File: config.mk
export PLATFORM = sky130hd
export DESIGN_NAME = xml_entity_decoder_top
export DESIGN_NICKNAME = d
export VERILOG_FILES = /design/src/hdl/xed_pkg.sv /design/src/hdl/xed_front.sv /design/src/hdl/xed_queue.sv /design/src/hdl/xed_back.sv /design/src/hdl/xml_entity_decoder_top.sv
export SDC_FILE = /design/constraint.sdc
export NUM_CORES = 1
export LEC_CHECK = 0
export ABC_AREA = 0
export BUFFER_PORTS_ARGS = -buffer_cell sky130_fd_sc_hd__buf_2
export CAP_MARGIN = 30
export CELL_PAD_IN_SITES_DETAIL_PLACEMENT = 1
export CELL_PAD_IN_SITES_GLOBAL_PLACEMENT = 1
export CORE_UTILIZATION = 39
export DETAILED_ROUTE_END_ITERATION = 6
export PLACE_DENSITY_LB_ADDON = 0.1
export SLEW_MARGIN = 20
export SYNTH_ARGS = -nofsm -noshare
export SYNTH_HDL_FRONTEND = slang
export SYNTH_SLANG_ARGS = --single-unit
File: constraint.sdc
create_clock -name clk_i -period 8.65 [get_ports clk_i]
set_input_delay 1.73 -clock clk_i [delete_from_list [all_inputs] [get_ports clk_i]]
set_output_delay 1.73 -clock clk_i [all_outputs]
set_load 0.005 [all_outputs]
File: src/hdl/xed_pkg.sv
// Shared types and constants for the XML entity decoder.
// Holds the entity table and the queue entry format; no dependencies.
`default_nettype none

package xed_pkg;

  localparam int unsigned NumEnt    = 12;
  localparam int unsigned MaxBody   = 5;
  localparam int unsigned HeldDepth = 4;
  localparam int unsigned EntBytes  = 6;

  localparam logic [7:0] ChAmp = 8'h26;

  localparam logic [7:0] EntBody [NumEnt][MaxBody] = '{
    '{"q", "u", "o", "t", ";"},
    '{"a", "p", "o", "s", ";"},
    '{"a", "m", "p", ";", 8'h00},
    '{"l", "t", ";", 8'h00, 8'h00},
    '{"g", "t", ";", 8'h00, 8'h00},
    '{"#", "3", "4", ";", 8'h00},
    '{"#", "3", "9", ";", 8'h00},
    '{"#", "3", "8", ";", 8'h00},
    '{"#", "6", "0", ";", 8'h00},
    '{"#", "6", "2", ";", 8'h00},
    '{"#", "1", "2", "3", ";"},
    '{"#", "1", "2", "5", ";"}
  };

  localparam logic [2:0] EntLen [NumEnt] = '{
    3'd5, 3'd5, 3'd4, 3'd3, 3'd3, 3'd4, 3'd4, 3'd4, 3'd4, 3'd4, 3'd5, 3'd5
  };

  localparam logic [7:0] EntChar [NumEnt] = '{
    8'h22, 8'h27, 8'h26, 8'h3c, 8'h3e, 8'h22, 8'h27, 8'h26, 8'h3c, 8'h3e,
    8'h7b, 8'h7d
  };

  // One step's worth of output bytes, emitted from index 0 upward.
  typedef struct packed {
    logic [EntBytes-1:0][7:0] chars;
    logic [2:0]               cnt;
    logic                     last;
  } xed_entry_t;

endpackage

`default_nettype wire

File: src/hdl/xed_front.sv
// Front end: accepts input beats, tracks the pending entity prefix and
// builds one queue entry per beat. Depends on xed_pkg.
`default_nettype none

module xed_front (
  input  wire logic              clk_i,
  input  wire logic              rst_ni,
  input  wire logic              s_axis_tvalid,
  output logic                   s_axis_tready,
  input  wire logic [7:0]        s_axis_tdata,   // [7:0] in_byte
  input  wire logic              s_axis_tlast,
  input  wire logic              space_i,
  output logic                   push_o,
  output xed_pkg::xed_entry_t    entry_o
);
  import xed_pkg::*;

  logic [2:0]       held_cnt_q, held_cnt_d;
  logic [7:0]       held_q [HeldDepth];
  logic [2:0]       hl;
  logic             accept;
  logic             is_amp;
  logic             prefix;
  logic             match;
  logic [7:0]       match_char;
  logic             ent_ok;
  logic [7:0]       b;
  xed_entry_t       entry;

  assign b             = s_axis_tdata;
  assign s_axis_tready = space_i;
  assign accept        = s_axis_tvalid & space_i;
  assign hl            = held_cnt_q - 3'd1;
  assign is_amp        = (b == ChAmp);

  always_comb begin
    prefix     = 1'b0;
    match      = 1'b0;
    match_char = 8'h00;
    for (int e = 0; e < NumEnt; e++) begin
      ent_ok = ((hl + 3'd1) <= EntLen[e]);
      for (int i = 0; i < MaxBody; i++) begin
        if (3'(i) < hl) begin
          if (i < HeldDepth) begin
            if (EntBody[e][i] != held_q[i[1:0]]) ent_ok = 1'b0;
          end
        end else if (3'(i) == hl) begin
          if (EntBody[e][i] != b) ent_ok = 1'b0;
        end
      end
      if (ent_ok) begin
        prefix = 1'b1;
        if ((hl + 3'd1) == EntLen[e]) begin
          match      = 1'b1;
          match_char = EntChar[e];
        end
      end
    end
  end

  always_comb begin
    entry       = '0;
    entry.last  = s_axis_tlast;
    held_cnt_d  = held_cnt_q;
    // flush layout: ampersand, held bytes, then the new byte
    entry.chars[0] = ChAmp;
    for (int i = 1; i < EntBytes - 1; i++) begin
      entry.chars[i] = (3'(i - 1) < hl) ? held_q[2'(i - 1)] : b;
    end
    entry.chars[EntBytes-1] = b;
    if (held_cnt_q != 3'd0) begin
      if (match) begin
        entry.chars[0] = match_char;
        entry.cnt      = 3'd1;
        held_cnt_d     = 3'd0;
      end else if (prefix && (hl < 3'(HeldDepth))) begin
        if (s_axis_tlast) begin
          entry.cnt  = hl + 3'd2;
          held_cnt_d = 3'd0;
        end else begin
          entry.cnt  = 3'd0;
          held_cnt_d = held_cnt_q + 3'd1;
        end
      end else if (is_amp && !s_axis_tlast) begin
        entry.cnt  = hl + 3'd1;
        held_cnt_d = 3'd1;
      end else begin
        entry.cnt  = hl + 3'd2;
        held_cnt_d = 3'd0;
      end
    end else if (is_amp && !s_axis_tlast) begin
      entry.cnt  = 3'd0;
      held_cnt_d = 3'd1;
    end else begin
      entry.chars[0] = b;
      entry.cnt      = 3'd1;
      held_cnt_d     = 3'd0;
    end
  end

  assign entry_o = entry;
  assign push_o  = accept && (entry.cnt != 3'd0);

  always_ff @(posedge clk_i or negedge rst_ni) begin
    if (!rst_ni) begin
      held_cnt_q <= 3'd0;
    end else if (accept) begin
      held_cnt_q <= held_cnt_d;
    end
  end

  always_ff @(posedge clk_i) begin
    if (accept && (held_cnt_q != 3'd0) && !match && prefix && (hl < 3'(HeldDepth))) begin
      held_q[hl[1:0]] <= b;
    end
  end

  a_held_range: assert property (@(posedge clk_i) disable iff (!rst_ni)
    held_cnt_q <= 3'd5)
    else $error("held count out of range");

  a_last_clears: assert property (@(posedge clk_i) disable iff (!rst_ni)
    accept && s_axis_tlast |=> held_cnt_q == 3'd0)
    else $error("prefix held across end of string");

  a_last_emits: assert property (@(posedge clk_i) disable iff (!rst_ni)
    accept && s_axis_tlast |-> push_o)
    else $error("final beat produced no output");

endmodule

`default_nettype wire

File: src/hdl/xed_queue.sv
// Short entry queue between the front end and the output serializer.
// Register array with head read; depends on xed_pkg.
`default_nettype none

module xed_queue #(
  parameter int unsigned Depth = 4
) (
  input  wire logic              clk_i,
  input  wire logic              rst_ni,
  input  wire logic              push_i,
  input  wire xed_pkg::xed_entry_t wdata_i,
  output logic                   space_o,
  output logic                   valid_o,
  input  wire logic              pop_i,
  output xed_pkg::xed_entry_t    rdata_o
);
  import xed_pkg::*;

  localparam int unsigned PtrW = (Depth > 1) ? $clog2(Depth) : 1;
  localparam int unsigned CntW = $clog2(Depth + 1);

  xed_entry_t      mem_q [Depth];
  logic [PtrW-1:0] wr_ptr_q, wr_ptr_d;
  logic [PtrW-1:0] rd_ptr_q, rd_ptr_d;
  logic [CntW-1:0] count_q, count_d;
  logic            do_pop;

  assign space_o = (count_q != CntW'(Depth));
  assign valid_o = (count_q != '0);
  assign do_pop  = pop_i && valid_o;
  assign rdata_o = mem_q[rd_ptr_q];

  always_comb begin
    wr_ptr_d = wr_ptr_q;
    rd_ptr_d = rd_ptr_q;
    count_d  = count_q;
    if (push_i) begin
      wr_ptr_d = (wr_ptr_q == PtrW'(Depth - 1)) ? '0 : wr_ptr_q + 1'b1;
    end
    if (do_pop) begin
      rd_ptr_d = (rd_ptr_q == PtrW'(Depth - 1)) ? '0 : rd_ptr_q + 1'b1;
    end
    if (push_i && !do_pop) begin
      count_d = count_q + 1'b1;
    end else if (!push_i && do_pop) begin
      count_d = count_q - 1'b1;
    end
  end

  always_ff @(posedge clk_i or negedge rst_ni) begin
    if (!rst_ni) begin
      wr_ptr_q <= '0;
      rd_ptr_q <= '0;
      count_q  <= '0;
    end else begin
      wr_ptr_q <= wr_ptr_d;
      rd_ptr_q <= rd_ptr_d;
      count_q  <= count_d;
    end
  end

  always_ff @(posedge clk_i) begin
    if (push_i) begin
      mem_q[wr_ptr_q] <= wdata_i;
    end
  end

  a_no_overflow: assert property (@(posedge clk_i) disable iff (!rst_ni)
    push_i |-> space_o)
    else $error("queue push while full");

  a_count_range: assert property (@(posedge clk_i) disable iff (!rst_ni)
    count_q <= CntW'(Depth))
    else $error("queue count out of range");

  a_ptr_track: assert property (@(posedge clk_i) disable iff (!rst_ni)
    (count_q == '0) || (count_q == CntW'(Depth)) |-> wr_ptr_q == rd_ptr_q)
    else $error("queue pointers disagree with count");

endmodule

`default_nettype wire

File: src/hdl/xed_back.sv
// Output serializer: walks the head queue entry one byte per beat.
// Depends on xed_pkg.
`default_nettype none

module xed_back (
  input  wire logic              clk_i,
  input  wire logic              rst_ni,
  input  wire logic              valid_i,
  input  wire xed_pkg::xed_entry_t entry_i,
  output logic                   pop_o,
  output logic                   m_axis_tvalid,
  input  wire logic              m_axis_tready,
  output logic [7:0]             m_axis_tdata,   // [7:0] out_byte
  output logic                   m_axis_tlast
);
  import xed_pkg::*;

  logic [2:0] idx_q, idx_d;
  logic       at_end;
  logic       fire;

  assign at_end        = (idx_q == (entry_i.cnt - 3'd1));
  assign fire          = m_axis_tvalid && m_axis_tready;
  assign m_axis_tvalid = valid_i;
  assign m_axis_tdata  = entry_i.chars[idx_q];
  assign m_axis_tlast  = entry_i.last && at_end;
  assign pop_o         = fire && at_end;

  always_comb begin
    idx_d = idx_q;
    if (fire) begin
      idx_d = at_end ? 3'd0 : idx_q + 3'd1;
    end
  end

  always_ff @(posedge clk_i or negedge rst_ni) begin
    if (!rst_ni) begin
      idx_q <= 3'd0;
    end else begin
      idx_q <= idx_d;
    end
  end

  a_idx_in_entry: assert property (@(posedge clk_i) disable iff (!rst_ni)
    valid_i |-> (idx_q < entry_i.cnt) && (entry_i.cnt <= 3'(EntBytes)))
    else $error("byte index beyond entry");

  a_idle_idx: assert property (@(posedge clk_i) disable iff (!rst_ni)
    !valid_i |-> idx_q == 3'd0)
    else $error("index left mid-entry with queue empty");

  a_pop_resets: assert property (@(posedge clk_i) disable iff (!rst_ni)
    pop_o |=> idx_q == 3'd0)
    else $error("index not rewound after entry");

endmodule

`default_nettype wire

File: src/hdl/xml_entity_decoder_top.sv
// XML entity decoder top level: front end, entry queue, output serializer.
// Depends on xed_pkg, xed_front, xed_queue and xed_back.
//
// Usage:
//  s_axis carries one text byte per beat, tlast on the final byte of a string.
//  m_axis carries the decoded bytes, tlast on the final byte of the string.
//  The front end takes a byte every cycle while the queue has room; each
//  beat with output becomes one queue entry of one to six bytes (a decoded
//  entity, a plain byte, or a failed prefix flushed as it came).
//  Each entry is registered in the queue before m_axis offers its bytes.
//  Throughput: one input beat per cycle as long as each yields at most one
//  output byte and the receiver keeps up; an entry goes out one byte per
//  output beat, and with QueueDepth entries waiting s_axis_tready drops.
//  When the receiver stalls, the head byte holds and the queue fills, then
//  input backpressure follows.
//  Reset clears the held prefix and empties the queue; nothing is emitted.
`default_nettype none

module xml_entity_decoder_top #(
  parameter int unsigned QueueDepth = 4
) (
  input  wire logic       clk_i,
  input  wire logic       rst_ni,
  input  wire logic       s_axis_tvalid,
  output logic            s_axis_tready,
  input  wire logic [7:0] s_axis_tdata,   // [7:0] in_byte
  input  wire logic       s_axis_tlast,   // in_last
  output logic            m_axis_tvalid,
  input  wire logic       m_axis_tready,
  output logic [7:0]      m_axis_tdata,   // [7:0] out_byte
  output logic            m_axis_tlast    // out_last
);
  import xed_pkg::*;

  xed_entry_t push_entry;
  xed_entry_t head_entry;
  logic       push;
  logic       space;
  logic       head_valid;
  logic       pop;

  xed_front u_front (
    .clk_i         (clk_i),
    .rst_ni        (rst_ni),
    .s_axis_tvalid (s_axis_tvalid),
    .s_axis_tready (s_axis_tready),
    .s_axis_tdata  (s_axis_tdata),
    .s_axis_tlast  (s_axis_tlast),
    .space_i       (space),
    .push_o        (push),
    .entry_o       (push_entry)
  );

  xed_queue #(
    .Depth (QueueDepth)
  ) u_queue (
    .clk_i   (clk_i),
    .rst_ni  (rst_ni),
    .push_i  (push),
    .wdata_i (push_entry),
    .space_o (space),
    .valid_o (head_valid),
    .pop_i   (pop),
    .rdata_o (head_entry)
  );

  xed_back u_back (
    .clk_i         (clk_i),
    .rst_ni        (rst_ni),
    .valid_i       (head_valid),
    .entry_i       (head_entry),
    .pop_o         (pop),
    .m_axis_tvalid (m_axis_tvalid),
    .m_axis_tready (m_axis_tready),
    .m_axis_tdata  (m_axis_tdata),
    .m_axis_tlast  (m_axis_tlast)
  );

endmodule

`default_nettype wire
==> metrics.md, run 1 <==
| Metric | Value |
|---|---|
| Slew headroom | `31.6%` |
| Util after Layout | `44.8%` |
| DR vias/cell | `5.79` |
| # rows | `63` |
| Hold buffers post-CTS | `0` |
| Pre-antenna DRT Iters | `5` |
| Reg clk slew, reported paths | `0.06 ns` |
| Initial Util | `39.9%` |
| Total power | `4.30 mW` |
| Clock buffer depth | `3` |
| Adder and majority cell fraction of the synthesized area | `2.27%` |
| # resized after CTS | `0` |
| Post-Syn Instances | `740` |
| Ys async rst share | `5.14%` |
| Setup CP Type | `reg2reg` |
| Leak pwr | `4.43 nW` |
| Top_reg_cell synth | `edfxtp_1` |
| Warnings, synthesis | `0` |
| Register area | `7540 um2` |
| Synth Area in XOR/XNOR | `0.514%` |
| CP Capture Type | `flip-flop` |
| Antenna diode count | `0` |
| Port Buffers | `23` |
| H-tree Lvls | `1` |
| Worst Slack Setup Final | `1.55 ns` |
| CTS root buf | `clkbuf_16` |
| Syn Area/Cell | `16.1 um2` |
| Crit path DAT | `7.34 ns` |
| Cell Area, Placed | `12,500 um2` |
| Post-synth EDFFs | `240` |
| Total congestion overflow | `0` |
| Share of cells above drive strength 1 | `26.0%` |
| Final setup fails | `0` |
| Worst Hold Class | `reg2reg` |
| Wire per inst | `26.7 um` |
| Clock sink total | `253` |
| Final Hold Vio Count | `0` |
| Worst-skew pair later-pin latency | `0.56 ns` |
| Routed wire length | `31,500 um` |
| Slew @ Worst Pin | `1.02 ns` |
| Syn Std Cell Area | `11,900 um2` |
| Combinational share of power | `31.6%` |
| Sequential area share after synthesis | `63.2%` |
| CP Launch Type | `flip-flop` |
| GP Congestion | `0.876` |
| # fillers | `2,900` |
| #FFs+latches synth | `253` |
| Vias in the first global route | `7,465` |
| Antenna-violating nets left | `0` |
| Dpl hpwl | `21,900 um` |
| Setup TNS | `0 ns` |
| Placement Setup Slack | `1.63 ns` |
| Iter 0 DRT Violations | `557` |
| Die Y | `177 um` |
| Synth unique cells | `80` |
| Pins over their slew limit | `0` |
| Synth Area in Simple Gates | `9.45%` |
| Largest family of logic cells by synthesized area | `multiplexers` |
| Hold WS | `0.512 ns` |
| Die W | `177 um` |
| Period Utilization, post-route | `82.0%` |
| Pin count of the biggest net entering global routing | `49` |
| I/O pin cnt | `24` |
| Tmin final | `7.10 ns` |
| Total CTS buffers | `29` |
| Post-route insts no fill | `1,183` |
| Internal Pwr Total | `2.91 mW` |
| Max-Cap Viols | `0` |
| Nets | `804` |
| # Post-CTS Setup Buffers | `0` |
| RSZ-0062 raised after global routing | `no` |
| Pwr dens | `322 nW/um2` |
| Outcome | `completed` |
| DRC viols | `0` |
| Syn_nets | `774` |
| Sequential cell fraction of total power | `41.5%` |
| Multi-input gate area | `4110 um2` |
| NetSw | `1.39 mW` |
| VDD IR-drop max | `202 uV` |
| Area grow syn2layout | `12.1%` |
| Switching share of power | `32.3%` |
| Die area | `31,300 um2` |
| Inst Count DP | `1,128` |
| Post-synthesis mux area share | `14.7%` |
| Fmax | `141 MHz` |
| Total GRT Usage | `20.9%` |
| Routed vias | `6,850` |
| Initial antenna violation count | `0` |
| Req. time, crit path | `8.89 ns` |
| Design area | `13,400 um2` |
| CP max FO | `28` |
| Worst Skew | `0.0125 ns` |
| Core footprint | `29,900 um2` |
| Clock power frac | `27.0%` |
| First-pass GRT wire length | `47,900 um` |
| Synth Area in Compound Gates | `7.48%` |
| CTS tree | `yes` |
critical path, stage by stage (launching register included):
cell and delay, ns:
dfrtp_1 0.82, inv_1 0.31, ha_1 0.30, inv_1 0.11
ha_1 0.61, ha_1 0.74, and2_1 0.59, a21oi_1 0.19
a2111oi_2 0.47, a21oi_1 0.16, a311oi_2 0.37, o21ai_2 0.22
a221oi_4 0.38, o21bai_2 0.13, a21oi_4 0.26, and2_2 0.71
buf_4 0.37
registers in the layout, indices dropped and copies added (netlist names):
register / count
u_back.idx_q: 3
u_queue.rd_ptr_q: 2
u_front.held_q: 32
u_queue.count_q: 3
u_queue.mem_q: 208
u_front.held_cnt_q: 3
u_queue.wr_ptr_q: 2
area by class of cell:
cell class,instances,area share (%)
sequential,253,56.4
multi-input combinational,420,30.7
clock buffer,37,5.80
tap,390,3.65
timing repair buffer,37,1.63
clock inverter,17,1.00
inverter,29,0.814
layout by cell type, fill, tap and decap left out, types with 8 or more instances in the layout:
master / netlist / routed
a21oi_1: 32 / 32
a31oi_1: 8 / 8
a41oi_1: 12 / 12
buf_2: 12 / 24
buf_4: 2 / 13
clkbuf_16: 0 / 29
dfrtp_1: 13 / 11
edfxtp_1: 240 / 240
ha_1: 20 / 20
inv_1: 28 / 28
mux2_2: 25 / 25
mux2i_1: 9 / 9
mux4_2: 60 / 60
nand2_1: 42 / 42
nand4_1: 9 / 9
nor2_1: 35 / 35
nor2b_1: 8 / 8
o21ai_0: 14 / 14
o22ai_1: 10 / 10
power by group through the flow:
stage / Combinational, mW / Sequential, mW / Clock (mW)
2_1_floorplan: 1.02 / 1.71 / 0
3_3_place_gp: 1.36 / 1.80 / 0
3_5_place_dp: 1.39 / 1.81 / 0
4_1_cts: 1.39 / 1.79 / 1.19
5_1_grt: 1.48 / 1.81 / 1.22
6_report: 1.36 / 1.78 / 1.16
path summary, 6_finish.rpt:
path	slack, ns	cells past startpoint	from	endpoint
max reg2reg	1.55	16	u_front.held_cnt_q[0]	u_queue.mem_q[3][5]
min	0.51	1	u_queue.count_q[2]	u_queue.count_q[2]
max	1.55	16	u_front.held_cnt_q[0]	u_queue.mem_q[3][5]
max in group asynchronous	7.33	1	rst_ni	u_queue.rd_ptr_q[0]
min reg2reg	0.51	1	u_queue.count_q[2]	u_queue.count_q[2]
min in group asynchronous	1.05	1	rst_ni	u_back.idx_q[0]
kinds of logic (layout without fill, tap and decap cells):
group | Yosys count | in the layout
AO/OA/AOI/OAI | 115 | 115
flip-flops | 253 | 253
buffers and inverters | 67 | 120
AND/OR/NAND/NOR | 181 | 181
adder cells (fa/ha/maj) | 21 | 21
multiplexers | 96 | 96
XOR/XNOR | 7 | 7
synthesized netlist by cell type, types with 3 or more instances:
cell type / count / area [um2]
buf_1: 10 / 37.5
mux4_2: 60 / 1350
buf_2: 12 / 60.1
a41oi_1: 12 / 105
and4bb_2: 4 / 50.1
mux2i_1: 9 / 90.1
nor4_1: 6 / 37.5
mux2_2: 25 / 282
and4b_1: 4 / 40.0
nor2b_1: 8 / 50.1
clkbuf_1: 12 / 45.0
nand4_1: 9 / 56.3
or3_1: 4 / 25.0
nor2_1: 35 / 131
xnor2_1: 5 / 43.8
inv_1: 28 / 105
nand2b_1: 7 / 43.8
o21ai_0: 14 / 70.1
and2_1: 11 / 68.8
a31oi_1: 8 / 50.1
nor3b_1: 3 / 22.5
nor4b_1: 3 / 26.3
o22ai_1: 10 / 62.6
nor4_2: 3 / 37.5
o2bb2ai_1: 5 / 43.8
o32ai_1: 4 / 35.0
a21oi_1: 32 / 160
edfxtp_1: 240 / 7210
ha_1: 20 / 250
nand4b_1: 4 / 35.0
nor3_1: 7 / 35.0
dfrtp_1: 13 / 325
nand2_1: 42 / 158
nor4bb_1: 5 / 50.1
nand3_1: 7 / 35.0
layer usage:
metal | GRT usage [%] | vias to the layer above | wire length [um]
li1 | - | 3052 | -
met1 | 28.2 | 3589 | 13900
met2 | 35.0 | 166 | 15600
met3 | 3.22 | 43 | 1310
met4 | 5.75 | 0 | 740
met5 | 0 | - | 0
Power figures use the tool's default switching activity.
==> run 2: changes to the inputs <==
--- a/config.mk
+++ b/config.mk
@@ -5,7 +5,7 @@
 export SDC_FILE = /design/constraint.sdc
 export NUM_CORES = 1
 export LEC_CHECK = 0
-export ABC_AREA = 0
+export ABC_AREA = 1
 export BUFFER_PORTS_ARGS = -buffer_cell sky130_fd_sc_hd__buf_2
 export CAP_MARGIN = 30
 export CELL_PAD_IN_SITES_DETAIL_PLACEMENT = 1
==> constraint.sdc (replaced) <==
create_clock -name clk_i -period 5.85 [get_ports clk_i]
set_input_delay 1.17 -clock clk_i [delete_from_list [all_inputs] [get_ports clk_i]]
set_output_delay 1.17 -clock clk_i [all_outputs]
set_load 0.005 [all_outputs]
==> metrics.md, run 2 <==
| Metric | Value |
|---|---|
| Worst Skew | `0.0154 ns (+0.00290 ns)` |
| Antenna-violating nets left | `0 (unchanged)` |
| VDD IR-drop max | `246 uV (+22%)` |
| #FFs+latches synth | `253 (unchanged)` |
| Routed wire length | `37,300 um (+18%)` |
| Util after Layout | `44.8% (about the same)` |
| Top cells by count, synth | `edfxtp_1 (240), nand2_1 (239), nor2_1 (200)` |
| Port Buffers | `23 (unchanged)` |
| RSZ-0062 raised after global routing | `no` |
| Initial Util | `39.7% (-0.22 points)` |
| FF-to-FF path depth | `31 (+15)` |
| Worst-skew pair later-pin latency | `0.53 ns (-0.03 ns)` |
| Total power | `6.46 mW (+50%)` |
| Share of cells above drive strength 1 | `9.83% (-16 points)` |
| Routed vias | `9,105 (+33%)` |
| Nets | `1,274 (+58%)` |
| CTS tree | `yes` |
| GP Congestion | `0.929 (+6.0%)` |
| Worst flop-to-flop path endpoint | `u_queue.count_q[2]` |
| Post-route insts no fill | `1,657 (+40%)` |
| Initial antenna violation count | `2 (+2)` |
| Max FFs per register | `208 (unchanged)` |
| Most frequent cells in the layout | `edfxtp_1 (240), nand2_1 (239), nor2_1 (196)` |
| Final Hold Vio Count | `0 (unchanged)` |
| CP max FO | `24 (-14%)` |
| Sequential area share after synthesis | `62.0% (-1.1 points)` |
| Final setup fails | `0 (unchanged)` |
| Syn Std Cell Area | `12,100 um2 (+1.8%)` |
| Slew @ Worst Pin | `0.929 ns (-0.0945 ns)` |
| Tmin final | `4.92 ns (-2.18 ns)` |
| Fmax | `203 MHz (+44%)` |
| Most frequent cell after synthesis | `edfxtp_1` |
| Reg clk slew, reported paths | `0.06 ns (about the same)` |
| GR Layer Usage met3 | `3.62% (+0.40 points)` |
| # Post-CTS Setup Buffers | `0 (unchanged)` |
| Total congestion overflow | `0 (unchanged)` |
| Synth unique cells | `42 (-48%)` |
| Leak pwr | `5.12 nW (+16%)` |
| Setup TNS | `0 ns (unchanged)` |
| Ys async rst share | `5.14% (unchanged)` |
| CP Capture Type | `flip-flop` |
| Total GRT Usage | `24.1% (+3.2 points)` |
| Vias in the first global route | `9,276 (+24%)` |
| Pwr dens | `472 nW/um2 (+47%)` |
| H-tree Lvls | `1 (unchanged)` |
| Area leader, netlist | `edfxtp_1` |
| DR vias/cell | `5.49 (-5.1%)` |
| Slowest stage delay, CP | `0.43 ns (-0.39 ns)` |
| Top_reg_cell synth | `edfxtp_1` |
| Core footprint | `30,600 um2 (+2.4%)` |
| Area grow syn2layout | `12.8%` |
| Outcome | `completed` |
| Die Y | `178 um (+0.90%)` |
| I/O pin cnt | `24 (unchanged)` |
| Biggest register | `u_queue.mem_q` |
| Antenna diode count | `0 (unchanged)` |
| Die area | `31,800 um2 (+1.8%)` |
| CP Launch Type | `flip-flop` |
| Warnings, synthesis | `0 (unchanged)` |
| Worst Hold Class | `in2async` |
| Worst Slack Setup Final | `0.933 ns (-0.622 ns)` |
| Met2 Track Usage GR | `39.3% (+4.3 points)` |
| Clock buffer depth | `3 (unchanged)` |
| Cell Area, Placed | `12,900 um2 (+3.2%)` |
| Setup CP Type | `reg2reg` |
| Global route hottest layer | `met2` |
| First-pass GRT wire length | `56,600 um (+18%)` |
| Syn_nets | `1,245 (+61%)` |
| Pin count of the biggest net entering global routing | `59 (+20%)` |
| Most frequent CP cell | `inv_1` |
| Worst path slowest cell | `fa_1` |
| Period Utilization, post-route | `84.1% (+2.0 points)` |
| Max-Cap Viols | `0 (unchanged)` |
| Hold WS | `0.556 ns (+0.0439 ns)` |
| Iter 0 DRT Violations | `707 (+27%)` |
| Syn Area/Cell | `10.0 um2 (-38%)` |
| # resized after CTS | `0 (unchanged)` |
| Synth area leaders | `edfxtp_1 (59%), nand2_1 (7.4%), nor2_1 (6.2%)` |
| Die W | `178 um (+0.90%)` |
| Req. time, crit path | `6.26 ns (-2.63 ns)` |
| CTS root buf | `clkbuf_16` |
| Synth top area share | `59.3% (-1.1 points)` |
| Clock sink total | `253 (unchanged)` |
| Grt met1 use | `33.6% (+5.4 points)` |
| Total CTS buffers | `28 (-3.4%)` |
| Hold buffers post-CTS | `0 (unchanged)` |
| Flop2flop setup slack | `0.93 ns (-0.62 ns)` |
| Wire per inst | `22.5 um (-16%)` |
| Post-synth EDFFs | `240 (unchanged)` |
| Design area | `13,700 um2 (+2.5%)` |
| Commonest non-fill, non-tap cell in the layout | `edfxtp_1` |
| RR Startpoint | `u_front.held_cnt_q[0]` |
| DRC viols | `0 (unchanged)` |
| Crit path DAT | `5.33 ns (-2.01 ns)` |
| Pins over their slew limit | `0 (unchanged)` |
| Dpl hpwl | `25,600 um (+17%)` |
| Post-Syn Instances | `1,211 (+64%)` |
| Slew headroom | `37.4% (+5.8 points)` |
| Placement Setup Slack | `0.735 ns (-0.893 ns)` |
| Pre-antenna DRT Iters | `5 (unchanged)` |
| Inst Count DP | `1,606 (+42%)` |
| # rows | `64 (+1.6%)` |
## run 2: where the power goes
group / switching [mW] / total [mW] / internal [mW]
Clock: 0.694 / 1.64 / 0.948
Combinational: 1.66 / 2.32 / 0.658
Sequential: 0.0973 / 2.50 / 2.41
Total: 2.45 / 6.46 / 4.01
## run 2: critical path: cells and delay by family (launching register included)
family          cells  cell delay (ns)
compound gates      3             0.31
xor+xnor            1             0.16
fa+ha+maj           5             1.44
buf+inv            10             1.24
flops               1             0.37
simple gates       12             1.25
## run 2: cell type report
type	instances	area, um2
sequential	253	7530
inverter	93	349
multi-input combinational	815	4090
clock inverter	13	86.3
fill	3427	16900
clock buffer	38	759
timing repair buffer	49	385
tap	396	495
## run 2: metal layers
metal	up-vias	share of wire, %
li1	4299	-
met1	4561	46
met2	207	47
met3	38	4.6
met4	0	2.0
met5	-	0
## run 2: worst max-delay path by stage
stage                                      from                   to  cells after the start
after floorplan           u_front.held_cnt_q[0]  u_queue.mem_q[0][0]                     20
after global placement          s_axis_tdata[7]   u_queue.count_q[2]                     24
after detailed placement        s_axis_tdata[7]   u_queue.count_q[2]                     26
after global routing      u_front.held_cnt_q[0]   u_queue.count_q[2]                     31
final                     u_front.held_cnt_q[0]   u_queue.count_q[2]                     31
after CTS                 u_front.held_cnt_q[0]   u_queue.count_q[2]                     29
## run 2: logic make-up after synthesis
family,after synthesis,share of synthesized area (%)
flops,253,62.0
simple gates,543,18.8
buf+inv,143,4.54
xor+xnor,8,0.577
compound gates,243,11.9
fa+ha+maj,21,2.23
==> run 3: changes to the inputs <==
==> constraint.sdc (replaced) <==
create_clock -name clk_i -period 4.9 [get_ports clk_i]
set_input_delay 0.98 -clock clk_i [delete_from_list [all_inputs] [get_ports clk_i]]
set_output_delay 0.98 -clock clk_i [all_outputs]
set_load 0.005 [all_outputs]
==> metrics.md, run 3 (synthesized netlist as in run 2, its figures left out) <==
| Metric | Value |
|---|---|
| Outcome | `completed` |
| Worst-skew pair later-pin latency | `0.54 ns (about the same)` |
| Fmax | `223 MHz (+9.8%)` |
| Flop2flop setup slack | `0.42 ns (-0.51 ns)` |
| Reg clk slew, reported paths | `0.07 ns (about the same)` |
| First-pass GRT wire length | `56,300 um (-0.59%)` |
| Area grow syn2layout | `15.5%` |
| Initial antenna violation count | `1 (-1)` |
| Crit path DAT | `4.90 ns (-0.43 ns)` |
| CP Launch Type | `flip-flop` |
| Antenna diode count | `0 (unchanged)` |
| Pre-antenna DRT Iters | `6 (+1)` |
| Max-Cap Viols | `0 (unchanged)` |
| Pwr dens | `569 nW/um2 (+21%)` |
| CP Capture Type | `flip-flop` |
| Worst path slowest cell | `fa_1` |
| # rows | `64 (unchanged)` |
| Core footprint | `30,600 um2 (unchanged)` |
| Hold WS | `0.368 ns (-0.188 ns)` |
| Vias in the first global route | `9,290 (+0.15%)` |
| Worst Hold Class | `in2async` |
| Biggest register | `u_queue.mem_q` |
| Cell Area, Placed | `13,000 um2 (+1.4%)` |
| RR Startpoint | `u_front.held_cnt_q[1]` |
| Total GRT Usage | `24.0% (-0.088 points)` |
| DR vias/cell | `5.44 (-0.97%)` |
| Setup CP Type | `reg2reg` |
| CP max FO | `8 (-67%)` |
| Pins over their slew limit | `0 (unchanged)` |
| Worst flop-to-flop path endpoint | `u_queue.count_q[2]` |
| DRC viols | `0 (unchanged)` |
| Share of cells above drive strength 1 | `11.7% (+1.8 points)` |
| Routed wire length | `37,300 um (+0.17%)` |
| Commonest non-fill, non-tap cell in the layout | `edfxtp_1` |
| Slowest stage delay, CP | `0.43 ns (about the same)` |
| Nets | `1,291 (+1.3%)` |
| Max FFs per register | `208 (unchanged)` |
| Die W | `178 um (unchanged)` |
| Final setup fails | `0 (unchanged)` |
| Final Hold Vio Count | `0 (unchanged)` |
| Most frequent cells in the layout | `edfxtp_1 (240), nand2_1 (239), nor2_1 (195)` |
| Clock buffer depth | `3 (unchanged)` |
| Initial Util | `39.7% (unchanged)` |
| I/O pin cnt | `24 (unchanged)` |
| Req. time, crit path | `5.32 ns (-0.94 ns)` |
| Slew headroom | `27.2% (-10 points)` |
| CP bufs+invs | `7 (-3)` |
| Slew @ Worst Pin | `1.08 ns (+0.151 ns)` |
| Antenna-violating nets left | `0 (unchanged)` |
| CTS tree | `yes` |
| GP Congestion | `0.893 (-3.8%)` |
| Worst Skew | `0.0175 ns (+0.00216 ns)` |
| Leak pwr | `5.26 nW (+2.7%)` |
| Tmin final | `4.48 ns (-0.437 ns)` |
| Wire per inst | `22.3 um (-0.72%)` |
| Hold buffers post-CTS | `0 (unchanged)` |
| Port Buffers | `23 (unchanged)` |
| Die area | `31,800 um2 (unchanged)` |
| Largest delay share family, worst path | `simple AND/OR/NAND/NOR gates` |
| Iter 0 DRT Violations | `601 (-15%)` |
| H-tree Lvls | `1 (unchanged)` |
| VDD IR-drop max | `311 uV (+26%)` |
| Dpl hpwl | `25,900 um (+0.90%)` |
| Pin count of the biggest net entering global routing | `74 (+25%)` |
| Clock sink total | `253 (unchanged)` |
| FF-to-FF path depth | `29 (-6.5%)` |
| CTS root buf | `clkbuf_16` |
| Period Utilization, post-route | `91.4% (+7.4 points)` |
| Die Y | `178 um (unchanged)` |
| Total CTS buffers | `28 (unchanged)` |
| Total congestion overflow | `0 (unchanged)` |
| Routed vias | `9,098 (-0.077%)` |
| Design area | `14,000 um2 (+2.4%)` |
[run 3: cell types whose count changed in the layout (fill, tap and decap cells not counted), moves of 2 or more]
cell / previous run / this run
buf_12: 6 / 11
buf_4: 20 / 32
bufinv_16: 1 / 5
clkbuf_1: 9 / 2
ha_1: 20 / 18
ha_4: 0 / 2
[run 3: area by class of cell]
class | instances | area [um2]
tap | 396 | 495
clock inverter | 18 | 214
fill | 3412 | 16600
inverter | 93 | 352
multi-input combinational | 815 | 4130
clock buffer | 31 | 733
timing repair buffer | 66 | 576
sequential | 253 | 7530
[run 3: per-layer routing]
layer | share of wire (%) | vias to the layer above | GRT usage [%]
met1 | 46 | 4530 | 32.8
li1 | - | 4321 | -
met3 | 5.1 | 67 | 3.96
met5 | 0 | - | 0
met2 | 46 | 180 | 38.9
met4 | 3.0 | 0 | 7.66
[run 3: worst max-delay path by stage]
stage	start	slack, ns	end	cells past startpoint
final	u_front.held_cnt_q[1]	0.42	u_queue.count_q[2]	29
after global routing	u_front.held_cnt_q[1]	-0.01	u_queue.count_q[2]	29
after CTS	u_front.held_cnt_q[1]	0.22	u_queue.count_q[2]	25
after detailed placement	u_front.held_cnt_q[1]	0.26	u_queue.count_q[2]	25
after global placement	s_axis_tdata[4]	0.31	u_queue.count_q[2]	23
after floorplan	u_front.held_cnt_q[0]	-0.78	u_queue.mem_q[0][0]	20
[run 3: through the flow]
step	setup WS [ns]	instances	setup TNS, ns	power (mW)	utilization, %
final	0.420	1672	0	7.98	45.9
after global routing	-0.00971	1672	-0.00971	8.45	45.9
after CTS	0.219	1670	0	8.06	45.7
after detailed placement	0.259	1621	0	5.89	42.6
after global placement	0.308	1621	0	5.84	42.6
after floorplan	-0.779	1211	-162.04	4.71	-
[run 3: timing repair]
item / CTS / global route
gates resized for setup: 0 / 7
setup endpoints to repair: 0 / 1
buffers inserted: 0 / 2
[run 3: power breakdown]
part / switching [mW] / internal [mW]
sequential: 0.101 / 2.87
combinational: 2.02 / 0.837
clock: 0.823 / 1.33
